===== src/rtl/core/lbba_pkg.sv =====
// ----------------------------------------------------------------------------
// Lookahead bitmap allocator package.
// Shared constants, operation and status codes and state types.
// ----------------------------------------------------------------------------
package lbba_pkg;

  // Bitmap word geometry.
  localparam int unsigned WORD_BITS  = 64;
  localparam int unsigned WORD_IDX_W = 6;

  // Default parameter values for the top level.
  localparam int unsigned MAX_WINDOW_WORDS_DEF = 8;
  localparam int unsigned BLOCK_ADDR_BITS_DEF  = 24;

  // Configuration register reset values and widths.
  localparam longint unsigned BLOCK_COUNT_RESET  = 64'd1024;
  localparam int unsigned     WINDOW_WORDS_W     = 4;
  localparam logic [WINDOW_WORDS_W-1:0] WINDOW_WORDS_RESET = 4'd8;

  // Depth of the command queue between front and back end.
  localparam int unsigned CMD_QUEUE_DEPTH = 2;

  typedef enum logic [1:0] {
    OP_ALLOC = 2'd0,
    OP_MARK  = 2'd1,
    OP_ACK   = 2'd2,
    OP_DROP  = 2'd3
  } op_e;

  typedef enum logic [1:0] {
    STAT_ALLOC     = 2'd0,
    STAT_NO_SPACE  = 2'd1,
    STAT_SCAN      = 2'd2,
    STAT_ACCEPTED  = 2'd3
  } status_e;

  typedef enum logic {
    CFG_BLOCK_COUNT  = 1'b0,
    CFG_WINDOW_WORDS = 1'b1
  } cfg_reg_e;

  typedef enum logic [3:0] {
    BK_IDLE,
    BK_MK_WS,
    BK_MK_BLK,
    BK_SCAN,
    BK_AL_WS,
    BK_AL_SUM,
    BK_EXH,
    BK_MV_WS,
    BK_MV_SUM,
    BK_RESP
  } back_state_e;

  typedef enum logic [1:0] {
    REM_IDLE,
    REM_CHECK,
    REM_ITER
  } rem_state_e;

endpackage


===== src/rtl/core/lookahead_bitmap_block_allocator_unit.sv =====
// ----------------------------------------------------------------------------
// Lookahead bitmap block allocator, top level.
// Ack and drop need no remainder pass; mark runs two, on the window start and
// then on the block number. Allocate scans the bitmap a word at a time, then runs
// two remainder passes for the hit or for a window move, unless no space is left.
// One word in service at a time; reset clears bitmap and window, countdown 1024.
// ----------------------------------------------------------------------------
module lookahead_bitmap_block_allocator_unit #(
  parameter int unsigned MAX_WINDOW_WORDS = lbba_pkg::MAX_WINDOW_WORDS_DEF,
  parameter int unsigned BLOCK_ADDR_BITS  = lbba_pkg::BLOCK_ADDR_BITS_DEF,
  localparam int unsigned WLEN_W = $clog2(lbba_pkg::WORD_BITS * MAX_WINDOW_WORDS + 1)
) (
  input  logic                       clk_i,
  input  logic                       rst_ni,
  input  logic                       in_valid_i,
  output logic                       in_ready_o,
  input  logic [1:0]                 op_i,
  input  logic [BLOCK_ADDR_BITS-1:0] block_number_i,
  output logic                       out_valid_o,
  input  logic                       out_ready_i,
  output logic [1:0]                 status_o,
  output logic [BLOCK_ADDR_BITS-1:0] result_block_o,
  output logic [WLEN_W-1:0]          window_length_o,
  input  logic                       cfg_valid_i,
  output logic                       cfg_ready_o,
  input  logic                       cfg_index_i,
  input  logic [BLOCK_ADDR_BITS:0]   cfg_data_i
);
  import lbba_pkg::*;

  localparam int unsigned ABITS = BLOCK_ADDR_BITS;
  localparam int unsigned BC_W  = ABITS + 1;
  localparam int unsigned CMD_W = 2 + ABITS;
  localparam longint unsigned TOP_COUNT = 64'd1 << ABITS;
  localparam logic [BC_W-1:0] BC_TOP   = BC_W'(TOP_COUNT);
  localparam logic [BC_W-1:0] BC_RESET = BC_W'((BLOCK_COUNT_RESET > TOP_COUNT) ?
                                               TOP_COUNT : BLOCK_COUNT_RESET);

  logic [BC_W-1:0]           bc_q, bc_eff;
  logic [WINDOW_WORDS_W-1:0] words_q;
  logic [WLEN_W-1:0]         words_eff, cap;

  logic                      f_valid, f_ready;
  op_e                       f_op;
  logic [ABITS-1:0]          f_blk;
  logic                      q_valid, q_ready;
  logic [CMD_W-1:0]          q_data;
  status_e                   b_status;

  // Configuration registers.
  assign cfg_ready_o = 1'b1;

  always_ff @(posedge clk_i or negedge rst_ni) begin
    if (!rst_ni) begin
      bc_q    <= BC_RESET;
      words_q <= WINDOW_WORDS_RESET;
    end else if (cfg_valid_i && cfg_ready_o) begin
      case (cfg_reg_e'(cfg_index_i))
        CFG_BLOCK_COUNT:  bc_q    <= cfg_data_i;
        CFG_WINDOW_WORDS: words_q <= cfg_data_i[WINDOW_WORDS_W-1:0];
        default: begin
        end
      endcase
    end
  end

  // Effective block count and window capacity.
  assign bc_eff = (bc_q < BC_W'(2)) ? BC_W'(2) : ((bc_q > BC_TOP) ? BC_TOP : bc_q);

  always_comb begin
    if (words_q == '0) begin
      words_eff = WLEN_W'(1);
    end else if (int'(words_q) > int'(MAX_WINDOW_WORDS)) begin
      words_eff = WLEN_W'(MAX_WINDOW_WORDS);
    end else begin
      words_eff = WLEN_W'(words_q);
    end
  end

  assign cap = words_eff << WORD_IDX_W;

  lbba_front #(
    .BLOCK_ADDR_BITS (ABITS)
  ) u_front (
    .clk_i          (clk_i),
    .rst_ni         (rst_ni),
    .in_valid_i     (in_valid_i),
    .in_ready_o     (in_ready_o),
    .op_i           (op_i),
    .block_number_i (block_number_i),
    .push_valid_o   (f_valid),
    .push_ready_i   (f_ready),
    .push_op_o      (f_op),
    .push_blk_o     (f_blk)
  );

  lbba_fifo #(
    .WIDTH (CMD_W),
    .DEPTH (CMD_QUEUE_DEPTH)
  ) u_fifo (
    .clk_i        (clk_i),
    .rst_ni       (rst_ni),
    .push_valid_i (f_valid),
    .push_ready_o (f_ready),
    .push_data_i  ({f_op, f_blk}),
    .pop_valid_o  (q_valid),
    .pop_ready_i  (q_ready),
    .pop_data_o   (q_data)
  );

  lbba_back #(
    .MAX_WINDOW_WORDS (MAX_WINDOW_WORDS),
    .BLOCK_ADDR_BITS  (ABITS)
  ) u_back (
    .clk_i           (clk_i),
    .rst_ni          (rst_ni),
    .cmd_valid_i     (q_valid),
    .cmd_ready_o     (q_ready),
    .cmd_op_i        (op_e'(q_data[CMD_W-1:ABITS])),
    .cmd_blk_i       (q_data[ABITS-1:0]),
    .bc_i            (bc_eff),
    .cap_i           (cap),
    .out_valid_o     (out_valid_o),
    .out_ready_i     (out_ready_i),
    .status_o        (b_status),
    .result_block_o  (result_block_o),
    .window_length_o (window_length_o)
  );

  assign status_o = b_status;

  // Only a scan-needed word carries a window length.
  assert property (@(posedge clk_i) disable iff (!rst_ni)
    out_valid_o && (status_o != STAT_SCAN) |-> window_length_o == '0)
    else $error("window length set on a word other than scan needed");

  // A moved window is never empty, since the countdown was nonzero.
  assert property (@(posedge clk_i) disable iff (!rst_ni)
    out_valid_o && (status_o == STAT_SCAN) |-> window_length_o != '0)
    else $error("scan needed with an empty window");

  // No space and accepted words carry no block number.
  assert property (@(posedge clk_i) disable iff (!rst_ni)
    out_valid_o && (status_o != STAT_ALLOC) && (status_o != STAT_SCAN)
      |-> result_block_o == '0)
    else $error("block number set on a word without a block");

endmodule


===== src/rtl/core/lbba_front.sv =====
// ----------------------------------------------------------------------------
// Allocator front end.
// Accepts request words into a holding register, classifies the operation
// and drops the block number of every operation other than mark.
// ----------------------------------------------------------------------------
module lbba_front #(
  parameter int unsigned BLOCK_ADDR_BITS = lbba_pkg::BLOCK_ADDR_BITS_DEF
) (
  input  logic                       clk_i,
  input  logic                       rst_ni,
  input  logic                       in_valid_i,
  output logic                       in_ready_o,
  input  logic [1:0]                 op_i,
  input  logic [BLOCK_ADDR_BITS-1:0] block_number_i,
  output logic                       push_valid_o,
  input  logic                       push_ready_i,
  output lbba_pkg::op_e              push_op_o,
  output logic [BLOCK_ADDR_BITS-1:0] push_blk_o
);
  import lbba_pkg::*;

  logic                       hold_q;
  op_e                        op_q;
  logic [BLOCK_ADDR_BITS-1:0] blk_q;
  op_e                        op_in;

  assign op_in      = op_e'(op_i);
  assign in_ready_o = !hold_q || push_ready_i;

  // Holding register occupancy.
  always_ff @(posedge clk_i or negedge rst_ni) begin
    if (!rst_ni) begin
      hold_q <= 1'b0;
    end else if (in_ready_o) begin
      hold_q <= in_valid_i;
    end
  end

  // Classified word; only a mark carries a block number.
  always_ff @(posedge clk_i) begin
    if (in_valid_i && in_ready_o) begin
      op_q  <= op_in;
      blk_q <= (op_in == OP_MARK) ? block_number_i : '0;
    end
  end

  assign push_valid_o = hold_q;
  assign push_op_o    = op_q;
  assign push_blk_o   = blk_q;

endmodule


===== src/rtl/core/lbba_fifo.sv =====
// ----------------------------------------------------------------------------
// Allocator command queue.
// Small register FIFO that decouples the front end from the back end.
// ----------------------------------------------------------------------------
module lbba_fifo #(
  parameter int unsigned WIDTH = 26,
  parameter int unsigned DEPTH = lbba_pkg::CMD_QUEUE_DEPTH
) (
  input  logic             clk_i,
  input  logic             rst_ni,
  input  logic             push_valid_i,
  output logic             push_ready_o,
  input  logic [WIDTH-1:0] push_data_i,
  output logic             pop_valid_o,
  input  logic             pop_ready_i,
  output logic [WIDTH-1:0] pop_data_o
);
  import lbba_pkg::*;

  localparam int unsigned PTR_W = (DEPTH > 1) ? $clog2(DEPTH) : 1;
  localparam int unsigned CNT_W = $clog2(DEPTH + 1);

  logic [WIDTH-1:0] mem_q [DEPTH];
  logic [PTR_W-1:0] wr_q, wr_d, rd_q, rd_d;
  logic [CNT_W-1:0] cnt_q, cnt_d;
  logic             push, pop;

  assign push_ready_o = (cnt_q != CNT_W'(DEPTH));
  assign pop_valid_o  = (cnt_q != '0);
  assign push         = push_valid_i && push_ready_o;
  assign pop          = pop_valid_o && pop_ready_i;
  assign pop_data_o   = mem_q[rd_q];

  // Pointer and fill count update.
  always_comb begin
    wr_d  = wr_q;
    rd_d  = rd_q;
    cnt_d = cnt_q;
    if (push) begin
      wr_d = (wr_q == PTR_W'(DEPTH - 1)) ? '0 : wr_q + PTR_W'(1);
    end
    if (pop) begin
      rd_d = (rd_q == PTR_W'(DEPTH - 1)) ? '0 : rd_q + PTR_W'(1);
    end
    if (push && !pop) begin
      cnt_d = cnt_q + CNT_W'(1);
    end else if (pop && !push) begin
      cnt_d = cnt_q - CNT_W'(1);
    end
  end

  always_ff @(posedge clk_i or negedge rst_ni) begin
    if (!rst_ni) begin
      wr_q  <= '0;
      rd_q  <= '0;
      cnt_q <= '0;
    end else begin
      wr_q  <= wr_d;
      rd_q  <= rd_d;
      cnt_q <= cnt_d;
    end
  end

  // Storage.
  always_ff @(posedge clk_i) begin
    if (push) begin
      mem_q[wr_q] <= push_data_i;
    end
  end

endmodule


===== src/rtl/core/lbba_rem.sv =====
// ----------------------------------------------------------------------------
// Allocator remainder unit.
// Reduces a value modulo the block count, one quotient bit per cycle, with a
// fast exit when the value is already below the block count.
// ----------------------------------------------------------------------------
module lbba_rem #(
  parameter int unsigned NUM_W = 25,
  parameter int unsigned DEN_W = 25
) (
  input  logic             clk_i,
  input  logic             rst_ni,
  input  logic             start_i,
  input  logic [NUM_W-1:0] num_i,
  input  logic [DEN_W-1:0] den_i,
  output logic             done_o,
  output logic [DEN_W-1:0] rem_o
);
  import lbba_pkg::*;

  localparam int unsigned CMP_W = (NUM_W > DEN_W) ? NUM_W : DEN_W;
  localparam int unsigned CNT_W = $clog2(NUM_W + 1);

  rem_state_e       state_q, state_d;
  logic [NUM_W-1:0] num_q, num_d;
  logic [DEN_W-1:0] r_q, r_d;
  logic [CNT_W-1:0] cnt_q, cnt_d;
  logic             done_q, done_d;
  logic [DEN_W:0]   shifted;

  assign shifted = {r_q, num_q[NUM_W-1]};

  // Restoring remainder sequencer.
  always_comb begin
    state_d = state_q;
    num_d   = num_q;
    r_d     = r_q;
    cnt_d   = cnt_q;
    done_d  = 1'b0;
    case (state_q)
      REM_IDLE: begin
        if (start_i) begin
          num_d   = num_i;
          state_d = REM_CHECK;
        end
      end
      REM_CHECK: begin
        if (CMP_W'(num_q) < CMP_W'(den_i)) begin
          r_d     = DEN_W'(num_q);
          done_d  = 1'b1;
          state_d = REM_IDLE;
        end else begin
          r_d     = '0;
          cnt_d   = CNT_W'(NUM_W);
          state_d = REM_ITER;
        end
      end
      REM_ITER: begin
        num_d = num_q << 1;
        if (shifted >= {1'b0, den_i}) begin
          r_d = DEN_W'(shifted - {1'b0, den_i});
        end else begin
          r_d = shifted[DEN_W-1:0];
        end
        cnt_d = cnt_q - CNT_W'(1);
        if (cnt_q == CNT_W'(1)) begin
          done_d  = 1'b1;
          state_d = REM_IDLE;
        end
      end
      default: begin
        state_d = REM_IDLE;
      end
    endcase
  end

  always_ff @(posedge clk_i or negedge rst_ni) begin
    if (!rst_ni) begin
      state_q <= REM_IDLE;
      cnt_q   <= '0;
      done_q  <= 1'b0;
    end else begin
      state_q <= state_d;
      cnt_q   <= cnt_d;
      done_q  <= done_d;
    end
  end

  always_ff @(posedge clk_i) begin
    num_q <= num_d;
    r_q   <= r_d;
  end

  assign done_o = done_q;
  assign rem_o  = r_q;

endmodule


===== src/rtl/core/lbba_back.sv =====
// ----------------------------------------------------------------------------
// Allocator back end.
// Executes one queued command at a time: bitmap marks, word-wise scans for
// the next clear bit, window moves and countdown updates.
// ----------------------------------------------------------------------------
module lbba_back #(
  parameter int unsigned MAX_WINDOW_WORDS = lbba_pkg::MAX_WINDOW_WORDS_DEF,
  parameter int unsigned BLOCK_ADDR_BITS  = lbba_pkg::BLOCK_ADDR_BITS_DEF,
  localparam int unsigned WLEN_W = $clog2(lbba_pkg::WORD_BITS * MAX_WINDOW_WORDS + 1)
) (
  input  logic                       clk_i,
  input  logic                       rst_ni,
  input  logic                       cmd_valid_i,
  output logic                       cmd_ready_o,
  input  lbba_pkg::op_e              cmd_op_i,
  input  logic [BLOCK_ADDR_BITS-1:0] cmd_blk_i,
  input  logic [BLOCK_ADDR_BITS:0]   bc_i,
  input  logic [WLEN_W-1:0]          cap_i,
  output logic                       out_valid_o,
  input  logic                       out_ready_i,
  output lbba_pkg::status_e          status_o,
  output logic [BLOCK_ADDR_BITS-1:0] result_block_o,
  output logic [WLEN_W-1:0]          window_length_o
);
  import lbba_pkg::*;

  localparam int unsigned ABITS  = BLOCK_ADDR_BITS;
  localparam int unsigned CD_W   = ABITS + 1;
  localparam int unsigned WIDX_W = (MAX_WINDOW_WORDS > 1) ? $clog2(MAX_WINDOW_WORDS) : 1;
  localparam int unsigned NUM_W  = ((ABITS > WLEN_W) ? ABITS : WLEN_W) + 1;
  localparam int unsigned OFF_W  = ((ABITS + 2) > WLEN_W) ? (ABITS + 2) : WLEN_W;
  localparam int unsigned SZ_W   = (CD_W > WLEN_W) ? CD_W : WLEN_W;
  localparam int unsigned STEP_W = WORD_IDX_W + 1;
  localparam longint unsigned TOP_COUNT = 64'd1 << ABITS;
  localparam logic [CD_W-1:0] CD_RESET = CD_W'((BLOCK_COUNT_RESET > TOP_COUNT) ?
                                               TOP_COUNT : BLOCK_COUNT_RESET);

  back_state_e           state_q, state_d;
  logic [WORD_BITS-1:0]  bitmap_q [MAX_WINDOW_WORDS];
  logic [WORD_BITS-1:0]  bitmap_d [MAX_WINDOW_WORDS];
  logic [ABITS-1:0]      ws_q, ws_d;
  logic [WLEN_W-1:0]     size_q, size_d;
  logic [WLEN_W-1:0]     pos_q, pos_d;
  logic [CD_W-1:0]       cd_q, cd_d;
  logic                  found_q, found_d;
  logic [WLEN_W-1:0]     off_q, off_d;
  logic [ABITS-1:0]      wsr_q, wsr_d;
  logic [ABITS-1:0]      blk_q, blk_d;

  // Pending result and output register.
  status_e               rstat_q, rstat_d;
  logic [ABITS-1:0]      rres_q, rres_d;
  logic [WLEN_W-1:0]     rlen_q, rlen_d;
  logic                  ov_q, ov_d;
  logic                  out_load;
  status_e               ostat_q;
  logic [ABITS-1:0]      ores_q;
  logic [WLEN_W-1:0]     olen_q;

  // Remainder unit interface.
  logic                  rem_start;
  logic [NUM_W-1:0]      rem_num;
  logic                  rem_done;
  logic [CD_W-1:0]       rem_val;

  // Scan datapath.
  logic [WIDX_W-1:0]     word_sel;
  logic [WORD_BITS-1:0]  cur_word;
  logic [WLEN_W-1:0]     wbase, wnext, wend, cand_pos, new_pos;
  logic [STEP_W-1:0]     lim, steps;
  logic [WORD_IDX_W-1:0] lo, hit_idx;
  logic [WORD_BITS-1:0]  cand_mask;
  logic                  hit;
  logic [CD_W-1:0]       cd_dec;

  // Mark and move datapath.
  logic [OFF_W-1:0]      mk_sum, mk_off;
  logic                  mk_hit;
  logic [WLEN_W-1:0]     new_size;

  lbba_rem #(
    .NUM_W (NUM_W),
    .DEN_W (CD_W)
  ) u_rem (
    .clk_i   (clk_i),
    .rst_ni  (rst_ni),
    .start_i (rem_start),
    .num_i   (rem_num),
    .den_i   (bc_i),
    .done_o  (rem_done),
    .rem_o   (rem_val)
  );

  // Current bitmap word and the clear-bit candidates inside the window.
  assign word_sel = pos_q[WORD_IDX_W +: WIDX_W];
  assign cur_word = bitmap_q[word_sel];
  assign wbase    = {pos_q[WLEN_W-1:WORD_IDX_W], {WORD_IDX_W{1'b0}}};
  assign wnext    = wbase + WLEN_W'(WORD_BITS);
  assign wend     = (wnext < size_q) ? wnext : size_q;
  assign lim      = STEP_W'(wend - wbase);
  assign lo       = pos_q[WORD_IDX_W-1:0];

  always_comb begin
    for (int i = 0; i < WORD_BITS; i++) begin
      cand_mask[i] = (STEP_W'(i) >= {1'b0, lo}) && (STEP_W'(i) < lim) && !cur_word[i];
    end
  end

  // Find the lowest candidate bit.
  always_comb begin
    hit     = 1'b0;
    hit_idx = '0;
    for (int i = WORD_BITS - 1; i >= 0; i--) begin
      if (cand_mask[i]) begin
        hit     = 1'b1;
        hit_idx = WORD_IDX_W'(i);
      end
    end
  end

  // During the skip phase the scan stops on a clear bit; otherwise it passes it.
  assign cand_pos = wbase + WLEN_W'(hit_idx);
  assign new_pos  = hit ? (found_q ? cand_pos : cand_pos + WLEN_W'(1)) : wend;
  assign steps    = STEP_W'(new_pos - pos_q);
  assign cd_dec   = (cd_q > CD_W'(steps)) ? cd_q - CD_W'(steps) : '0;

  // Mark offset: (block - start) modulo the block count, both already reduced.
  assign mk_sum   = OFF_W'(rem_val) + OFF_W'(bc_i) - OFF_W'(wsr_q);
  assign mk_off   = (mk_sum >= OFF_W'(bc_i)) ? mk_sum - OFF_W'(bc_i) : mk_sum;
  assign mk_hit   = mk_off < OFF_W'(size_q);

  // New window size after a move.
  assign new_size = (SZ_W'(cd_q) < SZ_W'(cap_i)) ? WLEN_W'(cd_q) : cap_i;

  assign out_load    = (state_q == BK_RESP) && (!ov_q || out_ready_i);
  assign cmd_ready_o = (state_q == BK_IDLE);

  // Command sequencer.
  always_comb begin
    state_d   = state_q;
    bitmap_d  = bitmap_q;
    ws_d      = ws_q;
    size_d    = size_q;
    pos_d     = pos_q;
    cd_d      = cd_q;
    found_d   = found_q;
    off_d     = off_q;
    wsr_d     = wsr_q;
    blk_d     = blk_q;
    rstat_d   = rstat_q;
    rres_d    = rres_q;
    rlen_d    = rlen_q;
    rem_start = 1'b0;
    rem_num   = '0;
    case (state_q)
      BK_IDLE: begin
        if (cmd_valid_i) begin
          blk_d   = cmd_blk_i;
          rstat_d = STAT_ACCEPTED;
          rres_d  = '0;
          rlen_d  = '0;
          case (cmd_op_i)
            OP_ALLOC: begin
              found_d = 1'b0;
              state_d = (pos_q < size_q) ? BK_SCAN : BK_EXH;
            end
            OP_MARK: begin
              rem_start = 1'b1;
              rem_num   = NUM_W'(ws_q);
              state_d   = BK_MK_WS;
            end
            OP_ACK: begin
              cd_d    = bc_i;
              state_d = BK_RESP;
            end
            OP_DROP: begin
              size_d  = '0;
              pos_d   = '0;
              cd_d    = bc_i;
              state_d = BK_RESP;
            end
            default: begin
              state_d = BK_RESP;
            end
          endcase
        end
      end
      BK_MK_WS: begin
        if (rem_done) begin
          wsr_d     = rem_val[ABITS-1:0];
          rem_start = 1'b1;
          rem_num   = NUM_W'(blk_q);
          state_d   = BK_MK_BLK;
        end
      end
      BK_MK_BLK: begin
        if (rem_done) begin
          if (mk_hit) begin
            bitmap_d[mk_off[WORD_IDX_W +: WIDX_W]][mk_off[WORD_IDX_W-1:0]] = 1'b1;
          end
          state_d = BK_RESP;
        end
      end
      BK_SCAN: begin
        pos_d = new_pos;
        cd_d  = cd_dec;
        if (hit && !found_q) begin
          off_d   = cand_pos;
          found_d = 1'b1;
        end
        if ((hit && found_q) || (new_pos >= size_q && (hit || found_q))) begin
          rem_start = 1'b1;
          rem_num   = NUM_W'(ws_q);
          state_d   = BK_AL_WS;
        end else if (new_pos >= size_q) begin
          state_d = BK_EXH;
        end
      end
      BK_AL_WS: begin
        if (rem_done) begin
          rem_start = 1'b1;
          rem_num   = NUM_W'(rem_val[ABITS-1:0]) + NUM_W'(off_q);
          state_d   = BK_AL_SUM;
        end
      end
      BK_AL_SUM: begin
        if (rem_done) begin
          rstat_d = STAT_ALLOC;
          rres_d  = rem_val[ABITS-1:0];
          state_d = BK_RESP;
        end
      end
      BK_EXH: begin
        if (cd_q == '0) begin
          rstat_d = STAT_NO_SPACE;
          state_d = BK_RESP;
        end else begin
          rem_start = 1'b1;
          rem_num   = NUM_W'(ws_q);
          state_d   = BK_MV_WS;
        end
      end
      BK_MV_WS: begin
        if (rem_done) begin
          rem_start = 1'b1;
          rem_num   = NUM_W'(rem_val[ABITS-1:0]) + NUM_W'(size_q);
          state_d   = BK_MV_SUM;
        end
      end
      BK_MV_SUM: begin
        if (rem_done) begin
          ws_d    = rem_val[ABITS-1:0];
          size_d  = new_size;
          pos_d   = '0;
          for (int w = 0; w < MAX_WINDOW_WORDS; w++) begin
            bitmap_d[w] = '0;
          end
          rstat_d = STAT_SCAN;
          rres_d  = rem_val[ABITS-1:0];
          rlen_d  = new_size;
          state_d = BK_RESP;
        end
      end
      BK_RESP: begin
        if (out_load) begin
          state_d = BK_IDLE;
        end
      end
      default: begin
        state_d = BK_IDLE;
      end
    endcase
  end

  // Output register valid flag.
  always_comb begin
    ov_d = ov_q && !out_ready_i;
    if (out_load) begin
      ov_d = 1'b1;
    end
  end

  always_ff @(posedge clk_i or negedge rst_ni) begin
    if (!rst_ni) begin
      state_q <= BK_IDLE;
      for (int w = 0; w < MAX_WINDOW_WORDS; w++) begin
        bitmap_q[w] <= '0;
      end
      ws_q    <= '0;
      size_q  <= '0;
      pos_q   <= '0;
      cd_q    <= CD_RESET;
      found_q <= 1'b0;
      ov_q    <= 1'b0;
    end else begin
      state_q  <= state_d;
      bitmap_q <= bitmap_d;
      ws_q     <= ws_d;
      size_q   <= size_d;
      pos_q    <= pos_d;
      cd_q     <= cd_d;
      found_q  <= found_d;
      ov_q     <= ov_d;
    end
  end

  // Working and result payload registers.
  always_ff @(posedge clk_i) begin
    off_q   <= off_d;
    wsr_q   <= wsr_d;
    blk_q   <= blk_d;
    rstat_q <= rstat_d;
    rres_q  <= rres_d;
    rlen_q  <= rlen_d;
    if (out_load) begin
      ostat_q <= rstat_q;
      ores_q  <= rres_q;
      olen_q  <= rlen_q;
    end
  end

  assign out_valid_o     = ov_q;
  assign status_o        = ostat_q;
  assign result_block_o  = ores_q;
  assign window_length_o = olen_q;

endmodule


===== config.mk =====
export PLATFORM = sky130hd
export DESIGN_NAME = lookahead_bitmap_block_allocator_unit
export DESIGN_NICKNAME = d
export VERILOG_FILES = /design/src/rtl/core/lbba_pkg.sv /design/src/rtl/core/lookahead_bitmap_block_allocator_unit.sv /design/src/rtl/core/lbba_front.sv /design/src/rtl/core/lbba_fifo.sv /design/src/rtl/core/lbba_rem.sv /design/src/rtl/core/lbba_back.sv
export SDC_FILE = /design/constraint.sdc
export NUM_CORES = 2
export LEC_CHECK = 0
export BUFFER_PORTS_ARGS = -buffer_cell sky130_fd_sc_hd__clkbuf_2
export CAP_MARGIN = 20
export CORE_UTILIZATION = 66
export CTS_BUF_LIST = sky130_fd_sc_hd__clkbuf_8
export DETAILED_ROUTE_END_ITERATION = 7
export PLACE_DENSITY = 0.9
export SETUP_SLACK_MARGIN = 0.15
export SLEW_MARGIN = 20
export SYNTH_ARGS = -nofsm -noshare
export SYNTH_HDL_FRONTEND = slang
export SYNTH_HIERARCHICAL = 1
export SYNTH_SLANG_ARGS = --single-unit

===== constraint.sdc =====
create_clock -name clk_i -period 10.5 [get_ports clk_i]
set_clock_uncertainty 0.15 [all_clocks]
set_input_delay 2.1 -clock clk_i [delete_from_list [all_inputs] [get_ports clk_i]]
set_output_delay 2.1 -clock clk_i [all_outputs]
set_load 0.03 [all_outputs]

# Word-level counts from Yosys, hierarchy flattened
# Memory sizes are Yosys's and may differ from the RTL's.
# Index checks and enable logic that the tools add are counted.
# Widths: inputs -> output; s select.
[totals]
ramBits = 52
n_memories = 1
inputBits = 57
regBits = 835
wordCells = 709
output_inout_bits = 39
[classes]
add_sub_neg = 17
magnitude_cmp = 144
bitwise = 4
n_eq_ne = 37
muxes = 219
reduce_logical = 250
[memory_table]
columns = ["name", "depth", "word_bits", "read_ports", "rd_ports_with_merged_regs", "wr", "line", "text"]
rows = [
  ["u_fifo.mem_q", 2, 26, 1, 0, 1, "lbba_fifo.sv:23", "logic [WIDTH-1:0] mem_q [DEPTH];"],
]
[ops]
columns = ["cell", "count"]
rows = [
  ["$mux 512", 3],
  ["$pmux 512 s2", 1],
  ["$or 512x512->512", 1],
  ["$mux 6", 64],
  ["$mux 25", 11],
  ["$lt 6x7->1 const A", 32],
  ["$bmux 64 s3", 1],
  ["$demux 64 s3", 1],
  ["$mux 64", 3],
  ["$ge 6x6->1 const A", 31],
  ["$pmux 25 s2", 3],
  ["$pmux 25 s6", 1],
  ["$mux 24", 6],
  ["$logic_and 1x1->1", 139],
  ["$lt 5x7->1 const A", 16],
  ["$ge 5x6->1 const A", 16],
  ["$mux 10", 9],
  ["$mux 1", 80],
  ["$logic_not 1->1", 70],
  ["$lt 4x7->1 const A", 8],
  ["$ge 26x25->1", 2],
  ["$add 24x10->25", 2],
  ["$ge 4x6->1 const A", 8],
  ["$pmux 24 s2", 1],
  ["other kinds (73)", 162],
]

# Longest topological paths before layout
[logic_depth]
depth_word = 81
ltp_mapped = 43
depth_no_buf = 35

# By module
# Netlist, hierarchy kept.
[by_module_without_submodules]
columns = ["module", "area_each_um2", "seq_area_each_um2", "cells_each", "instances"]
rows = [
  ["lbba_back", 40751.6, 18594.1, 4285, 1],
  ["lbba_rem", 4717.0, 1701.6, 475, 1],
  ["lbba_fifo", 2170.8, 1661.6, 99, 1],
  ["lookahead_bitmap_block_allocator_unit", 1456.4, 728.2, 110, 1],
  ["lbba_front", 1027.2, 805.8, 57, 1],
]

# Worst setup path after synthesis
# OpenSTA, ideal clock, no wires.
[synth_path]
kind = "register to register"
startpoint = "register u_back.pos_q[7]"
endpoint = "register u_back.u_rem.num_q[0], enable pin"
synth_period_minus_slack_ps = 9233
path_buffers = 8
arrival_ps = 8509
setup_slack_ps = 1267
required_time_ps = 9777
stages_incl_launch_ff = 39
setup_time_ps = 573
path_cell_list = "dfrtp_1 > buf_2 > and2_1 > clkbuf_1 > clkbuf_1 > nand2_1 > xnor2_1 > ha_1 > buf_2 > a21o_1 > a31oi_2 > nor3_1 > a21oi_1 > o31a_1 > a211o_1 > or2_1 > or3_1 > clkbuf_1 > [3 not listed] > a31oi_1 > ha_1 > nand2b_1 > a21o_1 > a21o_1 > a21o_1 > a21o_1 > a21oi_1 > o21ai_0 > a31o_2 > maj3_2 > a21bo_1 > or2_1 > buf_6 > buf_6 > o21bai_1 > nand2_1 > o21ai_0"
[synth_via]
elab_chain_len = 81
elab_cells_between_ends = 404
classes_between = "add/sub: 4; order compare: 66; eq/ne: 1; mux: 136; bitwise: 1; reduce/logical: 196"
[synth_rtl]
columns = ["element", "line", "text"]
rows = [
  ["from (decl)", "lbba_back.sv:43", "logic [WLEN_W-1:0] pos_q, pos_d;"],
  ["from (signal assigned)", "lbba_back.sv:300", "pos_q <= pos_d;"],
  ["$add 10x7->10 / $not 3->4 (equally long branches)", "lbba_back.sv:98, lbba_back.sv:96", ""],
  ["$lt 10x10->1 / $bmux 64 s3 (equally long branches)", "lbba_back.sv:99, lbba_back.sv:96", ""],
  ["$mux 10 / $mux 64 (equally long branches)", "lbba_back.sv:99, lbba_back.sv:96", ""],
  ["$sub 7x7->7 / $mux 64 (equally long branches)", "lbba_back.sv:100, lbba_back.sv:96", ""],
  ["$lt 6x7->1 / $logic_not 1->1 (equally long branches)", "lbba_back.sv:105", "cand_mask[i] = (STEP_W'(i) >= {1'b0, lo}) && (STEP_W'(i) < lim) && !cur_word[i];"],
  ["$logic_and 1x1->1", "lbba_back.sv:105", ""],
  ["$mux 6 / $logic_and 1x1->1 (equally long branches)", "lbba_back.sv:114, lbba_back.sv:105", ""],
  ["$mux 6 (63 in series)", "lbba_back.sv:114", "if (cand_mask[i]) begin"],
  ["[4 not listed]", "--", ""],
  ["$ge 10x10->1", "lbba_back.sv:211", "if ((hit && found_q) || (new_pos >= size_q && (hit || found_q))) begin"],
  ["$logic_and 1x1->1", "lbba_back.sv:211", ""],
  ["$logic_or 1x1->1 *", "lbba_back.sv:211", ""],
  ["$mux 1 *", "lbba_back.sv:211", ""],
  ["$pmux 1 s4 *", "lbba_back.sv:155", "case (state_q)"],
  ["net u_back.rem_start", "lbba_back.sv:61", "logic rem_start;"],
  ["$ne 2x1->1 (no line) *", "--", ""],
  ["$reduce_and 2->1 (no line) *", "--", ""],
  ["to (signal assigned)", "lbba_rem.sv:89", "num_q <= num_d;"],
  ["to (decl)", "lbba_rem.sv:24", "logic [NUM_W-1:0] num_q, num_d;"],
]
# The timed path passes the listed nets; every way through them passes the cells marked *. The select of a mux whose other input is x is not followed.
# A chain may end at the register's enable or synchronous reset.

# Final worst setup path
[layout_path]
startpoint = "register u_back.pos_q[6]"
endpoint = "register u_back.u_rem.num_q[13], data pin"
[layout_via]
elab_chain_len = 81
elab_cells_between_ends = 404
classes_between = "add/sub: 4; order compare: 66; mux: 138; bitwise: 1; reduce/logical: 195"
[layout_rtl]
columns = ["element", "line", "text"]
rows = [
  ["$add 10x7->10 / $not 3->4 (equally long branches)", "lbba_back.sv:98, lbba_back.sv:96", ""],
  ["$lt 10x10->1 / $bmux 64 s3 (equally long branches)", "lbba_back.sv:99, lbba_back.sv:96", ""],
  ["$mux 10 / $mux 64 (equally long branches)", "lbba_back.sv:99, lbba_back.sv:96", ""],
  ["$sub 7x7->7 / $mux 64 (equally long branches)", "lbba_back.sv:100, lbba_back.sv:96", ""],
  ["$lt 6x7->1 / $logic_not 1->1 (equally long branches)", "lbba_back.sv:105", ""],
  ["$logic_and 1x1->1", "lbba_back.sv:105", ""],
  ["$mux 6 / $logic_and 1x1->1 (equally long branches)", "lbba_back.sv:114, lbba_back.sv:105", ""],
  ["$mux 6 (62 in series)", "lbba_back.sv:114", ""],
  ["[2 not listed]", "--", ""],
  ["net u_back.cand_pos[1]", "lbba_back.sv:69", "logic [WLEN_W-1:0] wbase, wnext, wend, cand_pos, new_pos;"],
  ["[4 not listed]", "--", ""],
  ["$logic_and 1x1->1 *", "lbba_back.sv:211", ""],
  ["$logic_or 1x1->1 *", "lbba_back.sv:211", ""],
  ["$mux 24 *", "lbba_back.sv:211", ""],
  ["$pmux 25 s6 *", "lbba_back.sv:155", ""],
  ["net u_back.rem_num[13]", "lbba_back.sv:62", "logic [NUM_W-1:0] rem_num;"],
  ["$mux 25 *", "lbba_rem.sv:41", "if (start_i) begin"],
  ["$pmux 25 s2 *", "lbba_rem.sv:39", "case (state_q)"],
  ["net u_back.u_rem.num_d[13]", "lbba_rem.sv:24", ""],
]
# Marks and branches as above.

==> flow_metrics.tcl <==
set metrics [dict create \
    status "complete, but fails checks" \
    violations "DRC" \
    ys.flop_type "dfrtp_1" \
    cts_setup_buffers 0 \
    max_freq_ghz 0.101 \
    rsz0062_at_grt "false" \
    fill_cells 5033 \
    routed_via_density 7.00 \
    htreeDepth 4 \
    synth-seq-cells 887 \
    cp_max_fo 25 \
    wl_per_cell_um 28.2 \
    synth_area_leaders "dfrtp_1 (31%), edfxtp_1 (15%), o21ai_0 (6.8%)" \
    cp_top_family "compound AO/OA/AOI/OAI gates" \
    cts_buffers 142 \
    grt_pass1_vias 42000 \
    worstSetupStartpoint "u_back/pos_q[6]" \
    yosysUniqueCellTypes 118 \
    final_cell_area_mm2 0.0543 \
    cts.sinks 887 \
    grt_remaining_overflow 0 \
    grt_first_pass_wirelength_um 259000 \
    core_mm2 0.0748 \
    cts_root_buffer "clkbuf_8" \
    synth_top_area_share_pct 31.3 \
    cpMaxStageDelayCell "dfrtp_4" \
    cts_resized 0 \
    grt_max_degree 257 \
    cp.required_ns 10.93 \
    via_count 43100 \
    drv_cap 0 \
    critical-path-max-stage-delay_ns 0.75 \
    synth.cell_area_mm2 0.0501 \
    min_from "u_back/rlen_q[8]" \
    syn_avg_cell_area_um2 9.97 \
    die_h_um 278 \
    synth_edf_count 258 \
    hold_buffers 0 \
    period_needed_ns 9.88 \
    dp_hpwl_um 122000 \
    timing.critical_path.buf_inv 2 \
    initial_core_util_pct 67.0 \
    whs_ns 0.254 \
    antenna_found_initial 9 \
    timing.rr.end "u_back/u_rem/num_q[13]" \
    max_slew_margin_pct 17.5 \
    tightest_slew_ns 1.24 \
    syn_to_final_growth_pct 8.42 \
    timing.rr.start "u_back/pos_q[6]" \
    dieArea_mm2 0.0771 \
    hold_viol 0 \
    finalSetupViolations 0 \
    crit_arrival_ns 10.31 \
    clk_latency_ns 0.86 \
    fin_cells 6167 \
    boundaryPins 96 \
    drive_gt1_share_pct 13.1 \
    std_cell_rows 100 \
    final_antenna_net_count 0 \
    synthArstFlopShare_pct 70.9 \
    ys_seq_area_share_pct 46.9 \
    peakVddDrop_mv 0.516 \
    cts_tree "yes" \
    yosys.area.top_type "dfrtp_1" \
    gp_congestion 1.08 \
    drc 4 \
    drt_iter0_markers 6488 \
    fin_crit_sh_pct 94.1 \
    power_density_mw_per_mm2 346 \
    placed_area_mm2 0.0513 \
    ys_warn_count 6 \
    synth_common_cells "nand2_1 (814), o21ai_0 (680), dfrtp_1 (626)" \
    tns_ns 0 \
    die_w_um 278 \
    leakage_uw 0.0229 \
    drt-pass1-iter-count 8 \
    track_usage_pct 45.0 \
    reg2reg_depth 31 \
    min_path_cells 0 \
    syn_inst 5026 \
    finalWirelength_um 174000 \
    hp-class "reg2reg" \
    place_inst 5903 \
    min_to "u_back/window_length_o[8]" \
    r2r_slack_ns 0.62 \
    cts_max_path_buffers 3 \
    slew_viol_final 0 \
    port_buffers 94 \
    clk_pin_slew_ns 0.06 \
    yosysMostFrequentCell "nand2_1" \
    setup.worst_path.class "reg2reg" \
    worstSetupStartpointType "flop" \
    fin_nets 5349 \
    worstSetupEndpointType "flop" \
]
-- layout by cell type (no fill, tap or decap), types with 23 or more instances in the layout --
master,synthesis,routed
nand2_1,814,814
o21ai_0,680,676
dfrtp_1,626,623
inv_1,228,273
edfxtp_1,258,258
a21oi_1,197,196
nor2_1,193,192
ha_1,182,181
clkbuf_8,0,164
mux2i_1,139,139
buf_4,3,104
nand3_1,102,101
clkbuf_2,0,93
a21o_1,89,89
mux4_2,85,85
xnor2_1,76,76
a22oi_1,60,60
nor3_1,59,57
mux2_2,57,57
nor2b_1,57,56
nand2b_1,41,41
and2_1,41,40
mux2_4,38,38
nor4_1,36,35
xor2_1,35,35
o22ai_1,37,35
o21a_1,34,34
nand4_1,33,33
fa_1,30,30
a221o_1,25,25
o21ai_1,22,25
a31oi_1,25,24
o211ai_1,23,23
a211oi_1,23,23
o31ai_1,26,23
-- cell families after synthesis --
| logic type | synth area share [%] |
|---|---|
| buffers and inverters | 4.74 |
| AOI/OAI and AO/OA | 17.9 |
| other | 0.0150 |
| and+or+nand+nor | 13.7 |
| xor gates and xnor gates | 1.99 |
| muxes | 9.01 |
| DFF | 46.9 |
| adders and majority gates | 5.76 |
-- registers in the layout, summed over array words and instances (netlist names), 24 cells and up --
| register | flops |
|---|---|
| u_back/blk_q | 24 |
| bc_q | 25 |
| u_back/u_rem/rem_o | 25 |
| u_back/bitmap_q | 512 |
| u_front/push_blk_o | 24 |
| u_back/ws_q | 24 |
| u_back/result_block_o | 24 |
| u_back/wsr_q | 24 |
| u_back/rres_q | 24 |
| u_back/u_rem/num_q | 25 |
| u_back/cd_q | 25 |
| u_fifo/mem_q | 52 |
-- worst max path at each step --
stage | to | slack (ns) | depth (start not counted)
final | u_back/u_rem/num_q[13] | 0.62 | 31
after global routing | u_back/u_rem/num_q[22] | 0.30 | 31
after CTS | u_back/u_rem/num_q[13] | 0.71 | 32
after detailed placement | u_back/u_rem/num_q[13] | 0.70 | 32
after global placement | u_back/u_rem/num_q[13] | 0.66 | 32
after floorplan | u_back/u_rem/num_q[0] | 1.27 | 38
-- through the flow --
stage                     util, %  power, uW  worst slack (ns)
after detailed placement     68.6      15000             0.704
after CTS                    72.5      18100             0.713
final                        72.6      18800             0.620
after global routing         72.6      19500             0.303
after floorplan                 -      11500              1.27
after global placement       68.6      14900             0.657
-- layer usage --
layer / track usage [%] / part of all wire (%)
met4: 35.3 / 9.5
met2: 69.2 / 45
met5: 0 / 0.061
met3: 12.4 / 11
met1: 53.9 / 34
-- layout make-up --
class / instances / area (um^2) / share of cell area (%)
well taps: 969 / 1210 / 2.23
repair buffers: 203 / 1350 / 2.49
diodes: 4 / 10.0 / 0.0184
clock buffers: 164 / 2260 / 4.15
multi-input cells: 3614 / 24500 / 45.0
flip-flops and latches: 887 / 23500 / 43.2
inverters: 232 / 871 / 1.60
clock inverters: 94 / 673 / 1.24
-- report_power, final --
group	switching [uW]	leakage [uW]	total [uW]	internal [uW]
logic	7450	0.0102	11100	3660
registers	471	0.0110	4600	4130
clock network	1510	0.00166	3060	1550
Power figures use the tool's default switching activity.
